==> config.mk <==
export PLATFORM = sky130hd
export DESIGN_NAME = threshold_rule_output_timer_top
export DESIGN_NICKNAME = d
export VERILOG_FILES = /design/src/hdl/trot_pkg.sv /design/src/hdl/trot_cfg.sv /design/src/hdl/trot_eval.sv /design/src/hdl/threshold_rule_output_timer_top.sv
export VERILOG_INCLUDE_DIRS = /design/src /design/src/hdl
export SDC_FILE = /design/constraint.sdc
export NUM_CORES = 1
export LEC_CHECK = 0
export BUFFER_PORTS_ARGS = -buffer_cell sky130_fd_sc_hd__buf_2
export CAP_MARGIN = 10
export CORE_ASPECT_RATIO = 1.25
export CORE_MARGIN = 4
export CORE_UTILIZATION = 40
export DETAILED_ROUTE_END_ITERATION = 6
export MAX_ROUTING_LAYER = met4
export PLACE_DENSITY = 0.7
export SYNTH_ARGS = -nofsm -noshare
export SYNTH_HDL_FRONTEND = slang
export SYNTH_HIERARCHICAL = 1
export SYNTH_SLANG_ARGS = --single-unit
==> constraint.sdc <==
create_clock -name clk -period 9.5 [get_ports clk]
set_clock_uncertainty 0.05 [all_clocks]
set_input_delay 0.475 -clock clk [delete_from_list [all_inputs] [get_ports clk]]
set_output_delay 0.475 -clock clk [all_outputs]
set_load 0.01 [all_outputs]
==> src/hdl/threshold_rule_output_timer_top_defines.svh <==
// Assertion macros for the threshold rule output timer.
// Included by the top level; no other dependencies.
`ifndef THRESHOLD_RULE_OUTPUT_TIMER_TOP_DEFINES_SVH
`define THRESHOLD_RULE_OUTPUT_TIMER_TOP_DEFINES_SVH

`ifndef SYNTHESIS
`define TROT_ASSERT(label, prop, msg) \
  label: assert property (@(posedge clk) disable iff (rst) prop) else $error(msg);
`define TROT_ASSERT_ALWAYS(label, prop, msg) \
  label: assert property (@(posedge clk) prop) else $error(msg);
`else
`define TROT_ASSERT(label, prop, msg)
`define TROT_ASSERT_ALWAYS(label, prop, msg)
`endif

`endif

==> src/hdl/trot_pkg.sv <==
// Shared types and constants for the threshold rule output timer.
// No dependencies; used by every module of the block.
`timescale 1ns / 1ps

package trot_pkg;

  localparam int unsigned HOLD_MS_W = 31;
  localparam logic [31:0] MS_PER_SECOND = 32'd1000;
  localparam logic [20:0] HOLD_SECONDS_MAX = 21'd2000000;

  localparam logic [2:0] REG_RULE_ENABLED = 3'd0;
  localparam logic [2:0] REG_COMPARE_OPERATOR = 3'd1;
  localparam logic [2:0] REG_RHS_FROM_INPUT = 3'd2;
  localparam logic [2:0] REG_THRESHOLD_VALUE = 3'd3;
  localparam logic [2:0] REG_ACTIVE_LEVEL = 3'd4;
  localparam logic [2:0] REG_RULE_MODE = 3'd5;
  localparam logic [2:0] REG_HOLD_SECONDS = 3'd6;

  localparam logic [2:0] OP_GT = 3'd0;
  localparam logic [2:0] OP_GE = 3'd1;
  localparam logic [2:0] OP_LT = 3'd2;
  localparam logic [2:0] OP_LE = 3'd3;
  localparam logic [2:0] OP_EQ = 3'd4;
  localparam logic [2:0] OP_NE = 3'd5;

  localparam logic [1:0] MODE_FOLLOW = 2'd0;

  localparam logic [1:0] CAUSE_FOLLOW = 2'd0;
  localparam logic [1:0] CAUSE_TRIGGER = 2'd1;
  localparam logic [1:0] CAUSE_EXPIRE = 2'd2;

  typedef struct packed {
    logic [31:0]        now_ms;
    logic signed [31:0] measured_value;
    logic signed [31:0] second_value;
  } sample_t;

  typedef struct packed {
    logic       drive_level;
    logic [1:0] drive_cause;
  } drive_t;

  typedef struct packed {
    logic                 rule_enabled;
    logic [2:0]           compare_operator;
    logic                 rhs_from_input;
    logic signed [31:0]   threshold_value;
    logic                 active_level;
    logic [1:0]           rule_mode;
    logic [HOLD_MS_W-1:0] hold_ms;
  } rule_cfg_t;

  typedef struct packed {
    logic        previous_condition;
    logic        hold_active;
    logic [31:0] deadline_ms;
  } rule_state_t;

endpackage

==> src/hdl/trot_cfg.sv <==
// Configuration register file of the rule; converts the hold time to milliseconds.
// Depends on trot_pkg.
`timescale 1ns / 1ps

module trot_cfg
  import trot_pkg::*;
(
  input  logic        clk,
  input  logic        rst,
  input  logic        wr_en,
  input  logic [2:0]  wr_index,
  input  logic [31:0] wr_data,
  output rule_cfg_t   cfg
);

  rule_cfg_t            cfg_next;
  logic [20:0]          secs;
  logic [20:0]          secs_sat;
  logic [31:0]          hold_product;

  always_comb begin
    secs = wr_data[20:0];
    if (secs > HOLD_SECONDS_MAX) begin
      secs_sat = HOLD_SECONDS_MAX;
    end else if (secs == 21'd0) begin
      secs_sat = 21'd1;
    end else begin
      secs_sat = secs;
    end
    hold_product = {11'd0, secs_sat} * MS_PER_SECOND;

    cfg_next = cfg;
    if (wr_en) begin
      case (wr_index)
        REG_RULE_ENABLED:     cfg_next.rule_enabled = wr_data[0];
        REG_COMPARE_OPERATOR: cfg_next.compare_operator = wr_data[2:0];
        REG_RHS_FROM_INPUT:   cfg_next.rhs_from_input = wr_data[0];
        REG_THRESHOLD_VALUE:  cfg_next.threshold_value = wr_data;
        REG_ACTIVE_LEVEL:     cfg_next.active_level = wr_data[0];
        REG_RULE_MODE:        cfg_next.rule_mode = wr_data[1:0];
        REG_HOLD_SECONDS:     cfg_next.hold_ms = hold_product[HOLD_MS_W-1:0];
        default:              cfg_next = cfg;
      endcase
    end
  end

  // A zero hold time reads as one second, so the reset value is 1000 ms.
  always_ff @(posedge clk) begin
    if (rst) begin
      cfg.rule_enabled <= 1'b0;
      cfg.compare_operator <= OP_GT;
      cfg.rhs_from_input <= 1'b0;
      cfg.threshold_value <= '0;
      cfg.active_level <= 1'b1;
      cfg.rule_mode <= MODE_FOLLOW;
      cfg.hold_ms <= MS_PER_SECOND[HOLD_MS_W-1:0];
    end else begin
      cfg <= cfg_next;
    end
  end

endmodule

==> src/hdl/trot_eval.sv <==
// Per-item rule evaluation: compare, edge detect, deadline arm and expiry check.
// Depends on trot_pkg; purely combinational.
`timescale 1ns / 1ps

module trot_eval
  import trot_pkg::*;
(
  input  rule_cfg_t   cfg,
  input  sample_t     item,
  input  rule_state_t state,
  output rule_state_t state_next,
  output logic        emit,
  output drive_t      result
);

  logic signed [31:0] rhs;
  logic               cond;
  logic               rising;
  logic [31:0]        since_deadline;

  always_comb begin
    rhs = cfg.rhs_from_input ? item.second_value : cfg.threshold_value;
    case (cfg.compare_operator)
      OP_GT:   cond = item.measured_value > rhs;
      OP_GE:   cond = item.measured_value >= rhs;
      OP_LT:   cond = item.measured_value < rhs;
      OP_LE:   cond = item.measured_value <= rhs;
      OP_EQ:   cond = item.measured_value == rhs;
      OP_NE:   cond = item.measured_value != rhs;
      default: cond = 1'b0;
    endcase
    rising = cond && !state.previous_condition;
    since_deadline = item.now_ms - state.deadline_ms;

    state_next = state;
    emit = 1'b0;
    result.drive_level = cfg.active_level;
    result.drive_cause = CAUSE_FOLLOW;

    if (cfg.rule_enabled) begin
      state_next.previous_condition = cond;
      if (cfg.rule_mode == MODE_FOLLOW) begin
        emit = 1'b1;
        result.drive_level = cond ? cfg.active_level : !cfg.active_level;
      end else if (rising) begin
        emit = 1'b1;
        result.drive_cause = CAUSE_TRIGGER;
        state_next.hold_active = 1'b1;
        state_next.deadline_ms = item.now_ms + {1'b0, cfg.hold_ms};
      end else if (state.hold_active && !since_deadline[31]) begin
        emit = 1'b1;
        result.drive_level = !cfg.active_level;
        result.drive_cause = CAUSE_EXPIRE;
        state_next.hold_active = 1'b0;
      end
    end
  end

endmodule

==> src/hdl/threshold_rule_output_timer_top.sv <==
// Top level of the threshold rule output timer: sample register, rule state, result register.
// Depends on trot_pkg, trot_cfg, trot_eval and threshold_rule_output_timer_top_defines.svh.
`timescale 1ns / 1ps

// The block takes one sample item per clock cycle while it is not stalled. The sample is
// registered at the edge that accepts it and evaluated against the rule state in the
// following cycle; its result is loaded into an output register at the edge at which
// the sample advances, and is held there until it is taken. The rule state is updated
// at the same edge that loads the result, so consecutive items see each other's effect
// without a gap. A full output register stalls the sample register only when the waiting
// sample produces a result; samples that produce nothing pass through regardless.
// Configuration writes are taken in every cycle.

`include "threshold_rule_output_timer_top_defines.svh"

module threshold_rule_output_timer_top
  import trot_pkg::*;
(
  input  logic        clk,
  input  logic        rst,
  input  logic        cfg_valid,
  output logic        cfg_ready,
  input  logic [2:0]  cfg_index,
  input  logic [31:0] cfg_data,
  input  logic        sample_valid,
  output logic        sample_ready,
  input  sample_t     sample,
  output logic        drive_valid,
  input  logic        drive_ready,
  output drive_t      drive
);

  rule_cfg_t   cfg;
  rule_state_t state;
  rule_state_t state_next;
  sample_t     sample_q;
  logic        sample_q_valid;
  logic        emit;
  drive_t      result;
  logic        advance;

  assign cfg_ready = 1'b1;

  trot_cfg u_cfg (
    .clk      (clk),
    .rst      (rst),
    .wr_en    (cfg_valid && cfg_ready),
    .wr_index (cfg_index),
    .wr_data  (cfg_data),
    .cfg      (cfg)
  );

  trot_eval u_eval (
    .cfg        (cfg),
    .item       (sample_q),
    .state      (state),
    .state_next (state_next),
    .emit       (emit),
    .result     (result)
  );

  assign advance = sample_q_valid && (!emit || !drive_valid || drive_ready);
  assign sample_ready = !sample_q_valid || advance;

  always_ff @(posedge clk) begin
    if (rst) begin
      sample_q_valid <= 1'b0;
      drive_valid <= 1'b0;
      state <= '0;
    end else begin
      if (sample_ready) begin
        sample_q_valid <= sample_valid;
      end
      if (advance) begin
        state <= state_next;
      end
      if (advance && emit) begin
        drive_valid <= 1'b1;
      end else if (drive_ready) begin
        drive_valid <= 1'b0;
      end
    end
  end

  always_ff @(posedge clk) begin
    if (sample_valid && sample_ready) begin
      sample_q <= sample;
    end
    if (advance && emit) begin
      drive <= result;
    end
  end

  `TROT_ASSERT_ALWAYS(a_reset_clears_output,
    rst |=> !drive_valid && !sample_q_valid,
    "output or sample register valid after reset")
  `TROT_ASSERT(a_trigger_arms_hold,
    (advance && emit && result.drive_cause == CAUSE_TRIGGER) |=> state.hold_active,
    "trigger did not arm the hold")
  `TROT_ASSERT(a_trigger_deadline,
    (advance && emit && result.drive_cause == CAUSE_TRIGGER) |=>
      (state.deadline_ms - $past(sample_q.now_ms)) == {1'b0, $past(cfg.hold_ms)},
    "deadline not armed at now plus hold time")
  `TROT_ASSERT(a_expire_clears_hold,
    (advance && emit && result.drive_cause == CAUSE_EXPIRE) |=> !state.hold_active,
    "expiry did not clear the hold")

endmodule
==> Implementation_results.wiki, run 1 <==
{| class="wikitable"
! Metric !! Value
|-
| Outcome || complete, no violations
|-
| Critical path capture point type || flop
|-
| Number of antenna-violating nets in the routed design || 0
|-
| Sequential area share after synthesis || 0.342
|-
| Global-route wire length before repair || ~56,000 µm
|-
| Die area || about 40,000 µm²
|-
| Post-detailed-route wirelength per cell || ~16 µm
|-
| Avg Inst Size Synth || approximately 9.6 µm²
|-
| Number of resized instances in the post-cts repair step || 0
|-
| Maximum fanout encountered on the critical timing path || 18
|-
| Commonest register cell after synthesis || dfxtp_1
|-
| Slew Limit Headroom || 0.295
|-
| VDD IR max || about 0.15 mV
|-
| Root Buffer Master || clkbuf_16
|-
| Via count of the first global-routing pass || 11,400
|-
| Total number of H-tree levels || 1
|-
| Number of setup buffers added after CTS || 0
|-
| Final Routed Wirelength || about 34,000 µm
|-
| Post-Route Setup TNS || 0 ps
|-
| Layout cell share with drive strength beyond 1 || 0.138
|-
| CP Data Arrival Time || 6420 ps
|-
| Final weighted congestion in routability-driven placement || around 0.89
|-
| Area of the multi-input gates || between 8000 and 9000 µm²
|-
| Top Ports || about 140
|-
| Share of the synthesized area in the top cell type || 0.201
|-
| Input/output buffers || 140
|-
| 1st-iter DRT viols || 399
|-
| Clock insertion delay at the later pin of the skew report || about 540 ps
|-
| Syn Inst Count || ~1,500
|-
| Clock tree from TritonCTS || done
|-
| Standard cell core area || approximately 36,000 µm²
|-
| Type of the most critical hold path || in2reg
|-
| First-pass DRT Iterations || 5
|-
| Worst stage delay on the critical path || around 540 ps
|-
| Number of antenna violations at the first check in global routing || 4
|-
| Data required time of the critical path || approximately 10000 ps
|-
| Final period util || 0.638
|-
| Instance area after placement || around 16,000 µm²
|-
| Cell occurring most often along the worst timing path || fa_1
|-
| Critical path launch point type || input pin
|-
| Starting density of the core || 0.406
|-
| Chip Width || roughly 180 µm
|-
| Cell Rows || 78
|-
| Static power due to leakage || approximately 6.9 nW
|-
| Max Buffers Root-to-Sink || 3
|-
| Vias/cell || 5.17
|-
| Total of fill cells in the finished design || about 3,500
|-
| Main area contributors after synthesis || edfxtp_1, dfxtp_1, ha_1
|-
| Post-route design area || roughly 17,000 µm²
|-
| Post-synth EDFFs || about 100
|-
| HPWL after detailed placement || approximately 26,000 µm
|-
| Die H || 223 µm
|-
| Final Hold Vio Count || 0
|-
| Final standard cell count with taps included and fillers excluded || roughly 2,200
|-
| Clock sinks || 203
|-
| Post-route DRC violation count || 0
|-
| Summed instance area of the synthesized netlist || around 15,000 µm²
|-
| Cell taking the most area after synthesis || edfxtp_1
|-
| Number of warnings issued by yosys || 6
|-
| Critical-path cell with the highest stage delay || fa_1
|-
| Slew @ Worst Pin || 1060 ps
|-
| Number of distinct library cell variants in the gate-level netlist after synthesis || 80
|-
| Unrepaired setup endpoints after global routing || false
|-
| Most common cell after layout, fill and taps aside || nand2_1
|-
| Flop and latch count out of synthesis || approximately 200
|-
| Maximum achievable frequency || ~170 MHz
|-
| Fraction of registers with async set or reset after synthesis || 0
|-
| Aggregate global routing overflow || 0
|-
| Cell-by-cell listing of the critical path || buf_2, nor4_1, nand2_1, nor4_2, a2111oi_0, nor2_2, nand2b_1, inv_1, fa_1, fa_1, fa_1, inv_1, fa_1, ha_1, a21oi_1, o21ai_1, a21o_1, a211o_1, a21oi_1, nor3_1, a221o_1
|-
| Setup-failing EPs final || 0
|-
| Reg clk slew, reported paths || roughly 60 ps
|-
| Hold_ws || roughly 53 ps
|-
| Total power divided by cell area || between 200 and 250 nW/µm²
|-
| Final Slew Violations || 0
|-
| Number of buffers inserted during clock tree synthesis || 24
|-
| Final critical delay including setup and external delays || 6060 ps
|-
| Vias post-DR || 11,100
|-
| Leading cell types in the layout, fill and taps excluded || nand2_1, ha_1, inv_1
|-
| Crit Path Class || in2reg
|-
| # Max-Cap Violations || 0
|-
| Placed Cells incl. Taps || 2,106
|-
| Maximum number of pins on one net before global-route repair || between 70 and 80
|-
| Area growth from synthesis to layout || 12.6%
|-
| Number of nets in the finished design || 2,017
|-
| Sequential cell area || 5060 µm²
|-
| Total GRT Usage || 0.170
|-
| Hold_buf cts || 0
|}
-- registers in the layout (all words and copies together) (netlist names) --
register	count
u_cfg/cfg	68
sample_q	96
drive_valid	1
drive	3
state	34
sample_q_valid	1
-- layer usage --
| metal | GRT usage | routed length (µm) |
|---|---|---|
| met4 | 0.0460 | 796 |
| met5 | - | 0 |
| met2 | 0.300 | 16600 |
| met1 | 0.204 | 14800 |
| met3 | 0.0276 | 1570 |
-- critical path, delay by kind of cell --
family	cells	cell delay, ps
AND/OR/NAND/NOR	6	1600
AO/OA/AOI/OAI	7	1550
buffers and inverters	3	380
adder cells (fa/ha/maj)	5	2380
-- path summary, 6_finish.rpt --
kind	from	to	slack, ps	cells past startpoint
min reg2reg	u_cfg/cfg[23]$_SDFFE_PP0P_	u_cfg/cfg[23]$_SDFFE_PP0P_	400	2
max	cfg_data[0]	u_cfg/cfg[22]$_SDFFE_PP0P_	3440	21
min	sample[70]	sample_q[70]$_DFFE_PP_	50	1
max reg2reg	u_cfg/cfg[66]$_SDFFE_PP0P_	sample_q[14]$_DFFE_PP_	3730	14
-- metrics by stage --
| step | total power, mW | util | setup slack [ps] |
|---|---|---|---|
| 2_1_floorplan | 2.39 | - | 658 |
| 3_3_place_gp | 2.71 | 0.435 | 3010 |
| 3_5_place_dp | 2.74 | 0.435 | 2900 |
| 4_1_cts | 3.71 | 0.457 | 3460 |
| 5_1_grt | 3.98 | 0.457 | 2990 |
| 6_report | 3.68 | 0.457 | 3440 |
-- synthesized netlist by cell type (all sizes together), types with 21 or more instances --
library cell / count
o21ai: 69
nand3: 24
a21o: 28
ha: 155
inv: 163
nor2: 52
fa: 74
edfxtp: 99
clkbuf: 40
nand2b: 79
nand2: 197
xor2: 21
dfxtp: 104
mux2i: 76
a21oi: 122
xnor2: 23
-- cell type report --
type	instances	area share
Inverter	163	0.0368
Clock buffer	27	0.0374
Tap cell	480	0.0361
Multi-Input combinational cell	1111	0.528
Timing Repair Buffer	149	0.0463
Sequential cell	203	0.304
Clock inverter	17	0.0113
Antenna cell	5	0.000752
-- logic make-up after synthesis --
family / share of synthesized area
and+or+nand+nor: 0.146
xor gates and xnor gates: 0.0261
buffers and inverters: 0.0656
other: 0.000508
adders and majority gates: 0.232
DFF: 0.342
muxes: 0.0568
AOI/OAI and AO/OA: 0.132
-- where the power goes --
part	total [mW]	internal (mW)	switching [mW]	leakage [nW]
sequential	1.01	0.977	0.0335	1.81
combinational	1.73	0.708	1.02	4.72
clock	0.942	0.558	0.384	0.393
total	3.68	2.24	1.43	6.92
Power figures use the tool's default switching activity.
==> run 2, diff against run 1 <==
--- a/config.mk
+++ b/config.mk
@@ -6,6 +6,7 @@
 export SDC_FILE = /design/constraint.sdc
 export NUM_CORES = 1
 export LEC_CHECK = 0
+export ABC_AREA = 1
 export BUFFER_PORTS_ARGS = -buffer_cell sky130_fd_sc_hd__buf_2
 export CAP_MARGIN = 10
 export CORE_ASPECT_RATIO = 1.25
@@ -13,7 +14,7 @@
 export CORE_UTILIZATION = 40
 export DETAILED_ROUTE_END_ITERATION = 6
 export MAX_ROUTING_LAYER = met4
-export PLACE_DENSITY = 0.7
+export PLACE_DENSITY = 0.67
 export SYNTH_ARGS = -nofsm -noshare
 export SYNTH_HDL_FRONTEND = slang
 export SYNTH_HIERARCHICAL = 1
==> constraint.sdc (replaced) <==
create_clock -name clk -period 6.2 [get_ports clk]
set_clock_uncertainty 0.05 [all_clocks]
set_input_delay 0.31 -clock clk [delete_from_list [all_inputs] [get_ports clk]]
set_output_delay 0.31 -clock clk [all_outputs]
set_load 0.01 [all_outputs]
==> run 2 against run 1 <==
Net effect:
- synthesized area is 7.7% higher
- utilization grew 2.8 points
- combinational power rose by 76%
- design area grew 14%
- synthesized cell count rose by 32%
- via count grew 23%
- sequential share of layout area down 3.8 points
- non-clock buffer count grew 110
- global-route usage up 2.9 points
==> Implementation_results.wiki, run 2 <==
{| class="wikitable"
! Metric !! Value
|-
| Worst hold path stage count || 3
|-
| Number of flip-flops in the largest register || 96
|-
| Unrepaired setup endpoints after global routing || false
|-
| Avg Inst Size Synth || 7.88 µm²
|-
| Cell taking the most area after synthesis || edfxtp_1
|-
| Post-Route Setup TNS || 0 ps
|-
| Beginning of the worst hold path || cfg_valid
|-
| Clock insertion delay at the later pin of the skew report || about 560 ps
|-
| CP Data Arrival Time || roughly 5800 ps
|-
| Leading post-synthesis cells by instance count || nand2_1, inv_1, nor2_1, ha_1, a21oi_1
|-
| Leading cell types in the layout, fill and taps excluded || nand2_1, inv_1, nor2_1
|-
| Final Routed Wirelength || 42,600 µm
|-
| Registers with the most flip-flops || sample_q (96), u_cfg/cfg (68), state (34)
|-
| Sequential area share after synthesis || 0.318
|-
| Fraction of registers with async set or reset after synthesis || 0
|-
| Die area || 43,100 µm²
|-
| Flop and latch count out of synthesis || 203
|-
| Die H || roughly 230 µm
|-
| Clock tree from TritonCTS || done
|-
| Root Buffer Master || clkbuf_16
|-
| FF-to-FF End || state[21]$_SDFFE_PP0P_
|-
| Data required time of the critical path || roughly 6600 ps
|-
| Reg clk slew, reported paths || about 60 ps
|-
| Number of warnings issued by yosys || 6
|-
| # Max-Cap Violations || 0
|-
| Input/output buffers || 140
|-
| Critical-path cell with the highest stage delay || fa_1
|-
| Top Ports || ~140
|-
| Number of distinct library cell variants in the gate-level netlist after synthesis || 54
|-
| Hold_ws || about 35 ps
|-
| Vias/cell || between 4 and 5
|-
| Launching point of the worst reg2reg path || u_cfg/cfg[66]$_SDFFE_PP0P_
|-
| Number of buffers inserted during clock tree synthesis || 26
|-
| HPWL after detailed placement || around 32,000 µm
|-
| Critical path launch point type || input pin
|-
| Number of antenna violations at the first check in global routing || 1
|-
| Number of antenna-violating nets in the routed design || 0
|-
| WHS Endpoint || u_cfg/cfg[33]$_SDFFE_PP1P_
|-
| Post-synth EDFFs || 99
|-
| Vias post-DR || between 10,000 and 15,000
|-
| Total GRT Usage || 0.200
|-
| Worst stage delay on the critical path || 580 ps
|-
| Total power divided by cell area || 325 nW/µm²
|-
| Chip Width || 186 µm
|-
| First-pass DRT Iterations || 7
|-
| Most flop-heavy register || sample_q
|-
| 1st-iter DRT viols || 762
|-
| Via count of the first global-routing pass || about 14,000
|-
| Number of nets in the finished design || between 2,000 and 3,000
|-
| Maximum fanout encountered on the critical timing path || 11
|-
| Bufs and invs on worst path || 7
|-
| Final Slew Violations || 0
|-
| Slew @ Worst Pin || between 1000 and 1500 ps
|-
| Most repeated cell in the gate-level netlist after synthesis || nand2_1
|-
| VDD IR max || approximately 0.23 mV
|-
| Outcome || complete, no violations
|-
| Critical path capture point type || flop
|-
| Setup slack of the most critical reg-to-reg path || ~1500 ps
|-
| Layout cell share with drive strength beyond 1 || 0.118
|-
| Main area contributors after synthesis || edfxtp_1, dfxtp_1, ha_1
|-
| R2R depth || 23
|-
| Slew Limit Headroom || 0.281
|-
| Final critical delay including setup and external delays || around 5400 ps
|-
| Maximum achievable frequency || around 190 MHz
|-
| Static power due to leakage || 9.17 nW
|-
| Setup-failing EPs final || 0
|-
| Aggregate global routing overflow || 0
|-
| Crit Path Class || in2reg
|-
| Share of the synthesized area in the top cell type || 0.187
|-
| Summed instance area of the synthesized netlist || ~16,000 µm²
|-
| Max Buffers Root-to-Sink || 3
|-
| Global-route wire length before repair || around 69,000 µm
|-
| Final period util || 0.870
|-
| Final weighted congestion in routability-driven placement || approximately 0.95
|-
| Area growth from synthesis to layout || 19.5%
|-
| Type of the most critical hold path || in2reg
|-
| Final Hold Vio Count || 0
|-
| Total number of H-tree levels || 1
|-
| Starting density of the core || 0.406
|-
| Syn Inst Count || approximately 2,000
|-
| Maximum number of pins on one net before global-route repair || 73
|-
| Clock sinks || ~200
|-
| Cell Rows || 81
|-
| Post-route DRC violation count || 0
|-
| Dominant delay contributor by cell family on the critical path || adder cells
|-
| Commonest register cell after synthesis || dfxtp_1
|-
| Standard cell core area || between 30,000 and 40,000 µm²
|-
| Most common cell after layout, fill and taps aside || nand2_1
|-
| Post-detailed-route wirelength per cell || ~15 µm
|-
| Number of resized instances in the post-cts repair step || 0
|}
## run 2: changes by cell type after synthesis, moves of 13 or more
cell | before | now
a21o_1 | 27 | 11
a21oi_2 | 1 | 27
clkbuf_1 | 36 | 19
inv_1 | 151 | 372
mux2i_1 | 76 | 31
nand2_1 | 197 | 414
nand2b_1 | 79 | 0
nand3_1 | 23 | 111
nand4_1 | 17 | 30
nor2_1 | 51 | 193
o21ai_1 | 8 | 47
## run 2: worst min-delay path, cell delays in order
cell and delay, ps:
buf_2 120, nand3_1 90, o21ai_0 70
## run 2: worst max path at each step
stage,from,endpoint,cells after the start
floorplan,u_cfg/cfg[66]$_SDFFE_PP0P_,sample_q[0]$_DFFE_PP_,22
global placement,cfg_data[6],u_cfg/cfg[26]$_SDFFE_PP0P_,24
detailed placement,cfg_data[6],u_cfg/cfg[26]$_SDFFE_PP0P_,24
CTS,cfg_data[4],u_cfg/cfg[26]$_SDFFE_PP0P_,25
global route,cfg_data[4],u_cfg/cfg[16]$_SDFFE_PP0P_,25
finish,cfg_data[4],u_cfg/cfg[26]$_SDFFE_PP0P_,25
## run 2: metal layers
layer / GRT usage / part of all wire
met2: 0.362 / 0.51
met3: 0.0297 / 0.048
met5: - / 0
met4: 0.0659 / 0.034
met1: 0.227 / 0.41
## run 2: power breakdown
group	total [mW]	switching (mW)	internal [mW]
Clock	1.58	0.624	0.956
Sequential	1.55	0.0585	1.50
Combinational	3.04	1.94	1.10
## run 2: layout make-up
type,count,area [µm²]
antenna,1,2.50
tap,498,623
timing repair buffer,259,1900
multi-input combinational,1373,9060
clock inverter,16,213
inverter,392,1480
clock buffer,32,683
sequential,203,5060
fill,3687,20200
## run 2: per-stage QoR
| step | total power [mW] | cell area (µm²) | cells | setup WS (ps) | utilization |
|---|---|---|---|---|---|
| after CTS | 6.20 | 19000 | 2773 | 834 | 0.485 |
| final | 6.18 | 19000 | 2774 | 807 | 0.485 |
| after global routing | 6.74 | 19000 | 2774 | 436 | 0.485 |
| after global placement | 4.50 | 17000 | 2614 | 813 | 0.434 |
| after floorplan | 3.79 | 15900 | 2023 | 895 | - |
| after detailed placement | 4.54 | 17000 | 2614 | 776 | 0.434 |
## run 2: timing repair
item	4_1_cts	5_1_grt
setup endpoints to repair	0	0
setup buffers	0	0
hold endpoints to repair	111	0
hold buffers	111	0
## run 2: cell families after synthesis
logic type               Yosys count  share of synthesized area
AND/OR/NAND/NOR                  787                      0.211
buffers and inverters            447                      0.113
AO/OA/AOI/OAI                    283                      0.102
adder cells (fa/ha/maj)          229                      0.215
flip-flops                       203                      0.318
XOR/XNOR                          38                     0.0209
multiplexers                      32                     0.0202
other                              2                   0.000472
==> run 3, diff against run 2 <==
--- a/config.mk
+++ b/config.mk
@@ -9,7 +9,7 @@
 export ABC_AREA = 1
 export BUFFER_PORTS_ARGS = -buffer_cell sky130_fd_sc_hd__buf_2
 export CAP_MARGIN = 10
-export CORE_ASPECT_RATIO = 1.25
+export CORE_ASPECT_RATIO = 0.6
 export CORE_MARGIN = 4
 export CORE_UTILIZATION = 40
 export DETAILED_ROUTE_END_ITERATION = 6
==> run 3 against run 2 <==
Net effect:
- combinational power up 3%
- critical path type unchanged
- utilization about the same
- sequential power about the same
- global-route usage up 1.2 points
- hold slack worse by 9.1 ps
- critical endpoint is now u_cfg/cfg[24]$_SDFFE_PP0P_
- register-to-register slack worse by 270 ps
- worst setup slack worse by 400 ps
- via count down 0.12%
- non-clock buffer count up 7
- first-iteration DRC count up 35%
==> Implementation_results.wiki, run 3 (synthesis results as in run 2) <==
{| class="wikitable"
! Metric !! Value
|-
| Chip Width || around 270 µm
|-
| Post-route DRC violation count || 0
|-
| Final weighted congestion in routability-driven placement || 0.899
|-
| Total GRT Usage || 0.212
|-
| 1st-iter DRT viols || between 1,000 and 1,500
|-
| Hold_ws || roughly 26 ps
|-
| Vias/cell || approximately 4.9
|-
| Slew Limit Headroom || 0.273
|-
| Final Routed Wirelength || approximately 45,000 µm
|-
| Maximum fanout encountered on the critical timing path || 11
|-
| Total of fill cells in the finished design || about 3,700
|-
| Number of setup buffers added after CTS || 0
|-
| Via count of the first global-routing pass || approximately 14,000
|-
| Aggregate global routing overflow || 0
|-
| Count of antenna diodes in the layout || 0
|-
| Hold_buf cts || between 100 and 150
|-
| Number of buffers inserted during clock tree synthesis || 23
|-
| Number of flip-flops in the largest register || 96
|-
| Cell Rows || 56
|-
| Registers with the most flip-flops || sample_q (96), u_cfg/cfg (68), state (34)
|-
| Maximum achievable frequency || 173 MHz
|-
| Data required time of the critical path || around 6600 ps
|-
| Most common cell after layout, fill and taps aside || nand2_1
|-
| Total power divided by cell area || 322 nW/µm²
|-
| Die H || 163 µm
|-
| Placed Cells incl. Taps || roughly 2,600
|-
| Total number of H-tree levels || 1
|-
| VDD IR max || ~0.23 mV
|-
| Input/output buffers || 140
|-
| Root Buffer Master || clkbuf_16
|-
| Area of the multi-input gates || a little over 9000 µm²
|-
| Setup-failing EPs final || 0
|-
| Most flop-heavy register || sample_q
|-
| Slew @ Worst Pin || between 1000 and 1500 ps
|-
| Instance area after placement || roughly 17,000 µm²
|-
| Standard cell core area || between 30,000 and 40,000 µm²
|-
| Final period util || 0.935
|-
| Unrepaired setup endpoints after global routing || false
|-
| First-pass DRT Iterations || 5
|-
| Critical path launch point type || input pin
|-
| Sequential cell area || 5060 µm²
|-
| Final standard cell count with taps included and fillers excluded || about 2,800
|-
| CP Data Arrival Time || 6190 ps
|-
| Number of nets in the finished design || 2,624
|-
| Layout cell share with drive strength beyond 1 || 0.118
|-
| Area growth from synthesis to layout || 19.2%
|-
| Post-route design area || 19,000 µm²
|-
| Type of the most critical hold path || in2reg
|-
| Maximum number of pins on one net before global-route repair || between 70 and 80
|-
| Static power due to leakage || 9.14 nW
|-
| Post-detailed-route wirelength per cell || 15.9 µm
|-
| Die area || about 43,000 µm²
|-
| HPWL after detailed placement || roughly 34,000 µm
|-
| Post-Route Utilization || 0.484
|-
| Reg clk slew, reported paths || around 70 ps
|-
| # Max-Cap Violations || 0
|-
| Top Ports || 142
|-
| Vias post-DR || about 14,000
|-
| Post-Route Setup TNS || 0 ps
|-
| Crit Path Class || in2reg
|-
| Global-route wire length before repair || 71,500 µm
|-
| Critical path capture point type || flop
|-
| Leading cell types in the layout, fill and taps excluded || nand2_1, inv_1, nor2_1
|-
| Final critical delay including setup and external delays || 5790 ps
|-
| Clock tree from TritonCTS || done
|-
| Clock insertion delay at the later pin of the skew report || 560 ps
|-
| Clock sinks || around 200
|-
| Outcome || complete, no violations
|-
| Final Slew Violations || 0
|-
| Max Buffers Root-to-Sink || 3
|-
| Final Hold Vio Count || 0
|-
| Number of resized instances in the post-cts repair step || 0
|-
| Number of antenna-violating nets in the routed design || 0
|-
| Number of antenna violations at the first check in global routing || 0
|-
| Starting density of the core || 0.406
|}
run 3: cell types whose count changed in the layout (fill, tap and decap cells not counted), moves of 2 or more:
cell,before,now
dlygate4sd3_1,111,113
clkinv_4,3,0
buf_4,6,12
clkbuf_1,5,1
clkinv_1,2,5
clkinv_2,3,5
clkbuf_16,26,23
run 3: area by class of cell:
cell class,instances,area share
Sequential cell,203,0.267
Clock inverter,17,0.00976
Multi-Input combinational cell,1373,0.478
Tap cell,522,0.0344
Timing Repair Buffer,266,0.102
Clock buffer,25,0.0313
Inverter,392,0.0778
run 3: final timing paths:
path	startpoint	end	slack (ps)	cells past startpoint
max	cfg_data[2]	u_cfg/cfg[24]$_SDFFE_PP0P_	410	26
min	cfg_data[3]	u_cfg/cfg[37]$_SDFFE_PP0P_	30	3
max reg2reg	u_cfg/cfg[66]$_SDFFE_PP0P_	sample_q[54]$_DFFE_PP_	1180	21
min reg2reg	state[33]$_SDFFE_PP0P_	state[33]$_SDFFE_PP0P_	430	2
run 3: per-stage QoR:
| stage | setup slack [ps] | power (mW) |
|---|---|---|
| after CTS | 522 | 6.12 |
| after global routing | 23.6 | 6.64 |
| final | 406 | 6.11 |
| after global placement | 461 | 4.56 |
| after floorplan | 895 | 3.79 |
| after detailed placement | 459 | 4.58 |
run 3: metal layers:
metal | GRT usage | vias up | routed length (µm)
met5 | - | - | 0
met4 | 0.0408 | 0 | 716
met3 | 0.0396 | 53 | 3120
met2 | 0.309 | 382 | 18500
met1 | 0.309 | 6317 | 22200
li1 | - | 6932 | -
run 3: power by group:
group | switching (mW) | total, mW | leakage (nW) | internal (mW)
registers | 0.0525 | 1.55 | 1.81 | 1.50
clock network | 0.617 | 1.44 | 0.381 | 0.827
logic | 2.01 | 3.12 | 6.95 | 1.11
run 3: critical path, cell delays in order:
cell	delay, ps
dlygate4sd3_1	560
buf_2	170
inv_2	80
nand4_1	140
nor2_1	240
nand3_1	160
nand2_4	190
inv_4	150
nor2_1	200
inv_1	180
fa_1	540
inv_1	60
fa_1	500
fa_1	520
fa_1	540
inv_1	40
ha_1	350
nand2_1	130
nor2_1	390
nand3_1	140
nand3_1	210
nand2_1	100
nand3_1	70
nand3_1	80
nand2_1	100
inv_1	40
